[src/hdl/scd_pkg.sv]
`default_nettype none
package scd_pkg;

    localparam int SIGNAL_COUNT = 64;

    localparam int KIND_W   = 3;
    localparam int SIG_W    = 6;
    localparam int STATUS_W = 2;
    localparam int MAP_W    = 64;
    localparam int GROUP_W  = 8;
    localparam int GROUP_N  = MAP_W / GROUP_W;
    localparam int GIDX_W   = 3;

    localparam logic [MAP_W-1:0] VALID_MASK = ~(MAP_W'(0)) >> (MAP_W - SIGNAL_COUNT);

    localparam logic [KIND_W-1:0] KIND_CLAIM    = 3'd0;
    localparam logic [KIND_W-1:0] KIND_UNCLAIM  = 3'd1;
    localparam logic [KIND_W-1:0] KIND_SET      = 3'd2;
    localparam logic [KIND_W-1:0] KIND_CLEAR    = 3'd3;
    localparam logic [KIND_W-1:0] KIND_DISPATCH = 3'd4;

    localparam logic [STATUS_W-1:0] STATUS_OK        = 2'd0;
    localparam logic [STATUS_W-1:0] STATUS_NO_FREE   = 2'd1;
    localparam logic [STATUS_W-1:0] STATUS_NO_ACTIVE = 2'd2;

    typedef enum logic [2:0] {
        S_IDLE,
        S_EXEC,
        S_CLAIM_SCAN,
        S_CLAIM_DONE,
        S_DISP_LOAD,
        S_DISP_SCAN,
        S_DISP_EMIT
    } fsm_state_t;

    typedef struct packed {
        logic accept;
        logic exec;
        logic scan;
        logic scan_dispatch;
        logic claim_commit;
        logic disp_load;
        logic disp_emit;
    } dp_cmd_t;

    typedef struct packed {
        logic disp_done;
    } dp_status_t;

endpackage
`default_nettype wire

[src/hdl/scd_datapath.sv]
`default_nettype none
module scd_datapath (
    input  wire                         clk,
    input  wire                         rst_n,
    input  scd_pkg::dp_cmd_t            cmd,
    input  wire [scd_pkg::KIND_W-1:0]   kind,
    input  wire [scd_pkg::SIG_W-1:0]    signal_number,
    output scd_pkg::dp_status_t         stat,
    output logic                        result_valid,
    output logic [scd_pkg::SIG_W-1:0]   signal_out,
    output logic [scd_pkg::STATUS_W-1:0] status,
    output logic                        last
);
    import scd_pkg::*;

    logic [KIND_W-1:0]   kind_reg;
    logic [SIG_W-1:0]    num_reg;
    logic [MAP_W-1:0]    claimed_reg;
    logic [MAP_W-1:0]    claimed_next;
    logic [MAP_W-1:0]    pending_reg;
    logic [MAP_W-1:0]    pending_next;
    logic [MAP_W-1:0]    snap_reg;
    logic [MAP_W-1:0]    snap_next;
    logic [GROUP_N-1:0]  grp_any_reg;
    logic [GIDX_W-1:0]   grp_idx_reg [GROUP_N];
    logic [GROUP_N-1:0]  grp_any_next;
    logic [GIDX_W-1:0]   grp_idx_next [GROUP_N];

    logic                valid_reg;
    logic                valid_next;
    logic [SIG_W-1:0]    sig_reg;
    logic [SIG_W-1:0]    sig_next;
    logic [STATUS_W-1:0] stat_reg;
    logic [STATUS_W-1:0] stat_next;
    logic                last_reg;
    logic                last_next;

    logic [MAP_W-1:0]    scan_vec;
    logic                found;
    logic [GIDX_W-1:0]   sel_grp;
    logic [SIG_W-1:0]    pick_idx;
    logic [MAP_W-1:0]    pick_bit;
    logic [MAP_W-1:0]    rest;
    logic                rest_zero;
    logic [MAP_W-1:0]    num_bit;
    logic                in_range;

    // Each group of eight bits is encoded on its own; the results are registered.
    always_comb
    begin
        scan_vec = cmd.scan_dispatch ? snap_reg : (~claimed_reg & VALID_MASK);
        for (int g = 0; g < GROUP_N; g++)
        begin
            grp_any_next[g] = |scan_vec[g*GROUP_W +: GROUP_W];
            grp_idx_next[g] = '0;
            for (int b = GROUP_W - 1; b >= 0; b--)
            begin
                if (scan_vec[g*GROUP_W + b])
                begin
                    grp_idx_next[g] = GIDX_W'(b);
                end
            end
        end
    end

    always_comb
    begin
        found   = |grp_any_reg;
        sel_grp = '0;
        for (int g = GROUP_N - 1; g >= 0; g--)
        begin
            if (grp_any_reg[g])
            begin
                sel_grp = GIDX_W'(g);
            end
        end
        pick_idx  = {sel_grp, grp_idx_reg[sel_grp]};
        pick_bit  = MAP_W'(1) << pick_idx;
        rest      = snap_reg & ~pick_bit;
        rest_zero = (rest == '0);
        num_bit   = MAP_W'(1) << num_reg;
        in_range  = ({1'b0, num_reg} < (SIG_W + 1)'(SIGNAL_COUNT));
    end

    always_comb
    begin
        claimed_next = claimed_reg;
        pending_next = pending_reg;
        snap_next    = snap_reg;
        valid_next   = 1'b0;
        sig_next     = sig_reg;
        stat_next    = stat_reg;
        last_next    = last_reg;
        if (cmd.exec)
        begin
            if (in_range)
            begin
                case (kind_reg)
                    KIND_UNCLAIM: claimed_next = claimed_reg & ~num_bit;
                    KIND_SET:     pending_next = pending_reg | num_bit;
                    KIND_CLEAR:   pending_next = pending_reg & ~num_bit;
                    default:      ;
                endcase
            end
            valid_next = 1'b1;
            sig_next   = '0;
            stat_next  = STATUS_OK;
            last_next  = 1'b1;
        end
        if (cmd.claim_commit)
        begin
            valid_next = 1'b1;
            last_next  = 1'b1;
            if (found)
            begin
                claimed_next = claimed_reg | pick_bit;
                sig_next     = pick_idx;
                stat_next    = STATUS_OK;
            end
            else
            begin
                sig_next  = '0;
                stat_next = STATUS_NO_FREE;
            end
        end
        if (cmd.disp_load)
        begin
            snap_next    = pending_reg & claimed_reg & VALID_MASK;
            pending_next = '0;
        end
        if (cmd.disp_emit)
        begin
            valid_next = 1'b1;
            if (found)
            begin
                snap_next = rest;
                sig_next  = pick_idx;
                stat_next = STATUS_OK;
                last_next = rest_zero;
            end
            else
            begin
                sig_next  = '0;
                stat_next = STATUS_NO_ACTIVE;
                last_next = 1'b1;
            end
        end
    end

    assign stat.disp_done = !found || rest_zero;

    always_ff @(posedge clk or negedge rst_n)
    begin
        if (!rst_n)
        begin
            claimed_reg <= '0;
            pending_reg <= '0;
            snap_reg    <= '0;
            valid_reg   <= 1'b0;
        end
        else
        begin
            claimed_reg <= claimed_next;
            pending_reg <= pending_next;
            snap_reg    <= snap_next;
            valid_reg   <= valid_next;
        end
    end

    always_ff @(posedge clk)
    begin
        sig_reg  <= sig_next;
        stat_reg <= stat_next;
        last_reg <= last_next;
        if (cmd.accept)
        begin
            kind_reg <= kind;
            num_reg  <= signal_number;
        end
        if (cmd.scan)
        begin
            grp_any_reg <= grp_any_next;
            for (int g = 0; g < GROUP_N; g++)
            begin
                grp_idx_reg[g] <= grp_idx_next[g];
            end
        end
    end

    assign result_valid = valid_reg;
    assign signal_out   = sig_reg;
    assign status       = stat_reg;
    assign last         = last_reg;

endmodule
`default_nettype wire

[src/hdl/scd_controller.sv]
`default_nettype none
module scd_controller (
    input  wire                         clk,
    input  wire                         rst_n,
    input  wire                         start,
    input  wire [scd_pkg::KIND_W-1:0]   kind,
    input  scd_pkg::dp_status_t         stat,
    output scd_pkg::dp_cmd_t            cmd,
    output logic                        busy
);
    import scd_pkg::*;

    fsm_state_t state_reg;
    fsm_state_t state_next;

    always_ff @(posedge clk or negedge rst_n)
    begin
        if (!rst_n)
        begin
            state_reg <= S_IDLE;
        end
        else
        begin
            state_reg <= state_next;
        end
    end

    always_comb
    begin
        state_next = state_reg;
        cmd        = '0;
        busy       = 1'b1;
        case (state_reg)
            S_IDLE:
            begin
                busy = 1'b0;
                if (start)
                begin
                    cmd.accept = 1'b1;
                    if (kind == KIND_CLAIM)
                    begin
                        state_next = S_CLAIM_SCAN;
                    end
                    else if (kind == KIND_DISPATCH)
                    begin
                        state_next = S_DISP_LOAD;
                    end
                    else
                    begin
                        state_next = S_EXEC;
                    end
                end
            end
            S_EXEC:
            begin
                cmd.exec   = 1'b1;
                state_next = S_IDLE;
            end
            S_CLAIM_SCAN:
            begin
                cmd.scan   = 1'b1;
                state_next = S_CLAIM_DONE;
            end
            S_CLAIM_DONE:
            begin
                cmd.claim_commit = 1'b1;
                state_next       = S_IDLE;
            end
            S_DISP_LOAD:
            begin
                cmd.disp_load = 1'b1;
                state_next    = S_DISP_SCAN;
            end
            S_DISP_SCAN:
            begin
                cmd.scan          = 1'b1;
                cmd.scan_dispatch = 1'b1;
                state_next        = S_DISP_EMIT;
            end
            S_DISP_EMIT:
            begin
                cmd.disp_emit = 1'b1;
                state_next    = stat.disp_done ? S_IDLE : S_DISP_SCAN;
            end
            default:
            begin
                state_next = S_IDLE;
            end
        endcase
    end

endmodule
`default_nettype wire

[src/hdl/signal_claim_pending_dispatcher.sv]
`default_nettype none
// Channel   Signals                               Handshake
// request   kind, signal_number                   taken when start & !busy
// result    signal_out, status, last              one cycle, result_valid strobe
//
// Each request is busy after acceptance while it executes (unclaim, set, clear and
// unknown kinds) or while it scans and commits (claim); its result is registered.
// Dispatch is busy for a load state, then a scan and an emit state per active signal
// (once if none is active); each search goes through a registered eight-by-eight encoder.
// Asynchronous reset clears the bitmaps and the controller.
// The receiver cannot stall: results are never held back.
module signal_claim_pending_dispatcher (
    input  wire                         clk,
    input  wire                         rst_n,
    input  wire                         start,
    output logic                        busy,
    input  wire [scd_pkg::KIND_W-1:0]   kind,
    input  wire [scd_pkg::SIG_W-1:0]    signal_number,
    output logic                        result_valid,
    output logic [scd_pkg::SIG_W-1:0]   signal_out,
    output logic [scd_pkg::STATUS_W-1:0] status,
    output logic                        last
);
    import scd_pkg::*;

    dp_cmd_t    cmd;
    dp_status_t stat;

    scd_controller u_ctrl (
        .clk   (clk),
        .rst_n (rst_n),
        .start (start),
        .kind  (kind),
        .stat  (stat),
        .cmd   (cmd),
        .busy  (busy)
    );

    scd_datapath u_dp (
        .clk           (clk),
        .rst_n         (rst_n),
        .cmd           (cmd),
        .kind          (kind),
        .signal_number (signal_number),
        .stat          (stat),
        .result_valid  (result_valid),
        .signal_out    (signal_out),
        .status        (status),
        .last          (last)
    );

endmodule
`default_nettype wire
[config.mk]
export PLATFORM = sky130hd
export DESIGN_NAME = signal_claim_pending_dispatcher
export DESIGN_NICKNAME = d
export VERILOG_FILES = /design/src/hdl/scd_pkg.sv /design/src/hdl/scd_datapath.sv /design/src/hdl/scd_controller.sv /design/src/hdl/signal_claim_pending_dispatcher.sv
export SDC_FILE = /design/constraint.sdc
export NUM_CORES = 1
export LEC_CHECK = 0
export BUFFER_PORTS_ARGS = -buffer_cell sky130_fd_sc_hd__buf_2
export CAP_MARGIN = 25
export CORE_UTILIZATION = 50
export CTS_BUF_LIST = sky130_fd_sc_hd__clkbuf_4
export CTS_CLUSTER_DIAMETER = 40
export DETAILED_ROUTE_END_ITERATION = 7
export GPL_ROUTABILITY_DRIVEN = 0
export PLACE_DENSITY = 0.7
export SLEW_MARGIN = 40
export SYNTH_ARGS = -nofsm -noshare
export SYNTH_HDL_FRONTEND = slang
export SYNTH_SLANG_ARGS = --single-unit
[constraint.sdc]
create_clock -name clk -period 3.85 [get_ports clk]
set_input_delay 0 -clock clk [delete_from_list [all_inputs] [get_ports clk]]
set_output_delay 0 -clock clk [all_outputs]
set_load 0.1 [all_outputs]
# [After elaboration in Yosys (flattened, before gate mapping)]
# Memories as Yosys holds them, arrays and structs flattened.
# Cells that the tools add are included.
[op_classes] n_mux=115 bitwise=9 n_reduce_logical=19 eq_ne=11 n_shift=2
[op_table] op="$mux 64" count=10
[op_table] op="$and 64x64->64" count=4
[op_table] op="$mux 3" count=76
[op_table] op="$not 64->64" count=3
[op_table] op="$or 64x64->64" count=2
[op_table] op="$pmux 64 s2" count=1
[op_table] op="$shl 1x6->64 const A" count=2
[op_table] op="$reduce_or 8->1" count=9
[op_table] op="$logic_not 64->1" count=1
[op_table] op="$mux 6" count=4
[op_table] op="$mux 1" count=19
[op_table] op="$pmux 3 s5" count=1
[op_table] op="$eq 3x2->1 const B" count=4
[op_table] op="$eq 3x3->1 const B" count=4
[op_table] op="$mux 2" count=4
[op_table] op="$eq 3x1->1 const B" count=2
[op_table] op="$logic_not 3->1" count=2
[op_table] op="$reduce_bool 3->1" count=2
[op_table] op="$ne 2x2->1 const B" count=1
[op_table] op="$reduce_and 2->1" count=1
[op_table] op="$reduce_bool 2->1" count=1
[op_table] op="$reduce_or 2->1" count=1
[op_table] op="$logic_not 1->1" count=1
[op_table] op="$logic_or 1x1->1" count=1
[word_totals] output_inout_bits=11 ram_bits=24 regBits=222 mem_count=1 input_bits=12
[memory_table] memory="u_dp.grp_idx_reg" depth=8 word_bits=3 read_ports=1 rd_clocked_by_memory_dff=0 wr=8 line_no="scd_datapath.sv:25" rtl="logic [GIDX_W-1:0] grp_idx_reg [GROUP_N];"

# [Depth between registers and ports, before layout]
# An unclocked memory read counts as a cell.
[depth] ltp_word=16 depth_mapped=14

# [Modules after synthesis]
# From an unflattened synthesis, not the netlist that was laid out.
[unflattened] cells_unflattened=1444 hier_area_um2=12532.0
[modules_own_cells] module="scd_datapath" area_each_um2=12295.5 seq_area_each_um2=6331.1 n_inst=1 cells_each=1418
[modules_own_cells] module="scd_controller" area_each_um2=236.5 seq_area_each_um2=75.1 n_inst=1 cells_each=26

# [Worst setup path before layout]
# No wires, ideal clock.
[synth_timing] path_type="reg-to-reg" start="register u_dp.grp_any_reg[1]" end="register u_dp.last_reg (netlist: u_dp.last), data pin" period_less_slack_ns=3.722 path_buffers=2 path_stages_with_launch=14 setup_slack_ns=0.128 t_arrival_ns=3.587 setup_time_ns=0.134 path_cell_list="edfxtp_1 buf_6 or4_4 or2_4 a221o_1 a311oi_4 or2_1 nand2_1 buf_2 o31ai_2 o221ai_1 or4_4 nor4_2 nand2b_1"
[synth_via] elab_chain_len=9 elab_cells_between_ends=10 cone_classes="shift (1); mux (4); bitwise (2); reduce/logical (2); memory (1)"
[synth_rtl] item="from (decl)" line_no="scd_datapath.sv:24" rtl="logic [GROUP_N-1:0] grp_any_reg;"
[synth_rtl] item="from (signal assigned)" line_no="scd_datapath.sv:182" rtl="grp_any_reg <= grp_any_next;"
[synth_rtl] item="$mux 3 (2 in a row)" line_no="scd_datapath.sv:72" rtl="if (grp_any_reg[g])"
[synth_rtl] item="$mem_v2 8x3"
[synth_rtl] item="$shl 1x6->64" line_no="scd_datapath.sv:78" rtl="pick_bit = MAP_W'(1) << pick_idx;"
[synth_rtl] item="$not 64->64" line_no="scd_datapath.sv:79" rtl="rest = snap_reg & ~pick_bit;"
[synth_rtl] item="$and 64x64->64" line_no="scd_datapath.sv:79"
[synth_rtl] item="$logic_not 64->1" line_no="scd_datapath.sv:80" rtl="rest_zero = (rest == '0);"
[synth_rtl] item="$mux 1 *" line_no="scd_datapath.sv:134" rtl="if (found)"
[synth_rtl] item="$mux 1 *" line_no="scd_datapath.sv:131" rtl="if (cmd.disp_emit)"
[synth_rtl] item="to (signal assigned)" line_no="scd_datapath.sv:174" rtl="last_reg <= last_next;"
[synth_rtl] item="to (decl)" line_no="scd_datapath.sv:35" rtl="logic last_reg;"
# Mark *: on every way between the ends. The rest lies on a longest branch, timed or not.
# A chain may end at the register's enable or synchronous reset.

# [Worst setup path after layout]
[layout_timing] start="register u_dp.grp_any_reg[4]" end="register u_dp.last_reg (netlist: u_dp.last), data pin"
[layout_via] elab_chain_len=12 elab_cells_between_ends=13 cone_classes="shift (1); mux (7); bitwise (2); reduce/logical (2); memory (1)"
[layout_rtl] item="$mux 3 (5 in a row)" line_no="scd_datapath.sv:72"
[layout_rtl] item="$mem_v2 8x3"
[layout_rtl] item="$shl 1x6->64" line_no="scd_datapath.sv:78"
[layout_rtl] item="$not 64->64" line_no="scd_datapath.sv:79"
[layout_rtl] item="$and 64x64->64" line_no="scd_datapath.sv:79"
[layout_rtl] item="$logic_not 64->1" line_no="scd_datapath.sv:80"
[layout_rtl] item="$mux 1 *" line_no="scd_datapath.sv:134"
[layout_rtl] item="$mux 1 *" line_no="scd_datapath.sv:131"
# Marks and branches as above.

==> run summary <==
Sequential area share after synthesis: 50.1%
CTS H-tree lvls: 3
Input/output buffers: 22
Initial DRC Count: 1881
Fraction of layout cells with a size suffix above 1: 21.0%
Ys async rst share: 79.7%
Full die area: 0.0262 sq mm
Syn Std Cell Area: 0.0128 sq mm
Clk sinks: 246
Worst hold stages: 2
GR Util met2: 51.7%
Clock skew: 0.0282 ns
Final hold viol count: 0
Worst path required time: 4.39 ns
Effective utilization at floorplan: 50.9%
Pins Over Slew Limit: 0
CTS Buf Count: 66
Final Hold Slack: 0.0274 ns
Most common cell in the netlist: o21ai_0
Met1 Track Usage GR: 49.1%
Setup ws final: -0.181 ns
Placed insts: 1773
Clock share of power: 28.2%
R2R Setup Slk: -0.18 ns
Power share of the combinational group: 32.7%
CTS tree: done
Non-Filler Cell Area, Final: 0.0152 sq mm
Post-synth EDFFs: 50
Avg WL per Cell: 24.2 um
Critical path arrival: 4.57 ns
Pwr dens: 560 mW/mm^2
Via count: 13.1k
Hold Path Sink: u_dp.num_reg[0]
Synthesis-to-finish area growth: 18.8%
R2r startpoint: u_dp.grp_any_reg[4]
Switching part of the total: 40.1%
CORE AREA: 0.0251 sq mm
Syn_nets: 1435
CP max FO: 8
Internal power: 5.10 mW
DP HPWL: 30800 um
Yosys Warn Count: 0
Final Power: 8.50 mW
DRC: 0
Dpl ws: -0.273 ns
Flop pwr share: 39.1%
WS Path Type: flip-flop to flip-flop
Minimum clock period after layout: 4.03 ns
# IOs: 23
#FFs+latches synth: 246
Chip Width: 162 um
Slew headroom: 43.0%
Clk root buf: clkbuf_4
Worst ir drop on vdd: 0.000469 V
Worst-margin pin slew: 0.852 ns
WL final: 46600 um
Cells taking the most area after synthesis: dfrtp_1, edfxtp_1, o21ai_0
Failing checks: negative setup slack
Leakage power: 6.07 nW
Largest net degree at the start of global routing: 112
Congestion Overflow GR: 0
Die Y: 162 um
Syn_area_per_cell: 8.99 sq um
Floorplan row count: 58
Commonest register cell after synthesis: dfrtp_1
Fmax: 248 MHz
Placed instance area: 0.0138 sq mm
Number of global-route vias before repair: 12.0k
Crit. End Element: flip-flop
Most frequent cells after synthesis: o21ai_0, nand2_1, dfrtp_1
Max Cap Viol: 0
Setup crit start kind: flip-flop
Number of unique standard cell types used by synthesis: 59
RSZ-0062 raised after global routing: yes
Psw: 3.41 mW
R2R Path End: u_dp.last
GR Util met3: 8.86%
First-pass GRT wire length: 70700 um
Hold path start: signal_number[0]
Synth top area share: 38.3%
Hold Crit Class: input port to flip-flop
Antenna violations before repair: 2
Top cell type by total area after synthesis: dfrtp_1
Grt peak-use layer: met2
Period utilization: 105%
Setup violators final: 3
R2R cell count: 11
Clock-pin slew on the worst setup and hold paths: 0.07 ns
Status: finished, violations left
Layout Nets: 1555
DR vias/cell: 6.78
First-pass DRT Iterations: 8
Maximum clock path buffer count: 3
Finished Layout Cells: 1925
Synth Instances: 1423
Clk_lat worst skew: 0.69 ns
Detail Route Antenna Nets: 0
Total track usage: 35.6%
[worst max path at each step]
stage / startpoint / endpoint / slack [ns] / cells past startpoint
2_1_floorplan: u_dp.grp_any_reg[1] / u_dp.last / 0.13 / 13
3_3_place_gp: u_dp.grp_any_reg[3] / u_dp.last / -0.09 / 11
3_5_place_dp: u_dp.grp_any_reg[3] / u_dp.last / -0.27 / 12
4_1_cts: u_dp.grp_any_reg[0] / u_dp.last / -0.02 / 13
5_1_grt: u_dp.grp_any_reg[4] / u_dp.last / -0.21 / 14
6_report: u_dp.grp_any_reg[4] / u_dp.last / -0.18 / 11
[worst max-delay path, stage by stage, from the launching register on]
cell      delay [ns]
edfxtp_1        0.43
buf_4           0.19
o31a_1          0.33
buf_4           0.18
nor4_1          0.52
nor3_2          0.13
or3_1           0.51
o31ai_1         0.47
nand4_1         0.17
or3_4           0.43
nor4_4          0.34
nand2b_4        0.18
[metal layers]
metal / up-vias / routed length (um)
met5: - / 0
met4: 0 / 2550
met3: 208 / 6030
met2: 1045 / 19900
met1: 6192 / 18100
li1: 5605 / -
[kinds of logic (layout without fill, tap and decap cells)]
group | after synthesis | in the layout | synth area share, %
other | 0 | 3 | 0
buffers and inverters | 119 | 288 | 3.58
AO/OA/AOI/OAI | 524 | 524 | 27.5
AND/OR/NAND/NOR | 534 | 534 | 18.8
flip-flops | 246 | 246 | 50.1
[power groups by stage]
stage          logic [mW]  clock network, mW  registers [mW]
6_report             2.78               2.40            3.33
5_1_grt              2.92               2.54            3.35
4_1_cts              2.59               2.42            3.31
3_5_place_dp         2.52                  0            3.36
3_3_place_gp         2.48                  0            3.34
2_1_floorplan        1.36                  0            3.52
[cells in the final DEF (no fill, tap or decap), types with 11 or more instances in the layout]
cell           count
a21oi_1           29
a31oi_1           73
a32o_1            64
buf_2             21
buf_4            107
clkbuf_4          97
clkinv_1          13
dfrtp_1          196
dlygate4sd3_1     14
edfxtp_1          50
inv_1             18
nand2_1          199
nand2b_1          13
nand3_1           32
nor2_1           132
nor2b_1           21
nor3_1            54
o21a_1            11
o21ai_0          233
o221a_2           24
o31ai_1           16
o32ai_1           13
or2_2             11
or3_1             15
[per-stage QoR]
step                      TNS, ns  utilization [%]
after floorplan                 0                -
after global placement     -0.142             54.7
after detailed placement   -0.587             54.9
after CTS                 -0.0211             59.5
after global routing       -0.554             60.5
final                      -0.324             60.5
[cell type report]
class	count	area [sq um]
diodes	3	7.51
clock buffers	97	728
clock inverters	20	133
fillers	2191	9910
inverters	18	67.6
multi-input cells	1058	6210
flip-flops and latches	246	6410
well taps	330	413
repair buffers	153	1230
[what timing repair did]
item                       in CTS  in global routing
buffers inserted                4                 12
resized for setup              17                 27
setup endpoints to repair       3                  3
hold endpoints to repair      217                  0
hold buffers                   15                  0
pin swaps                      10                 19
No activity file was read; power rests on OpenSTA's default activity.
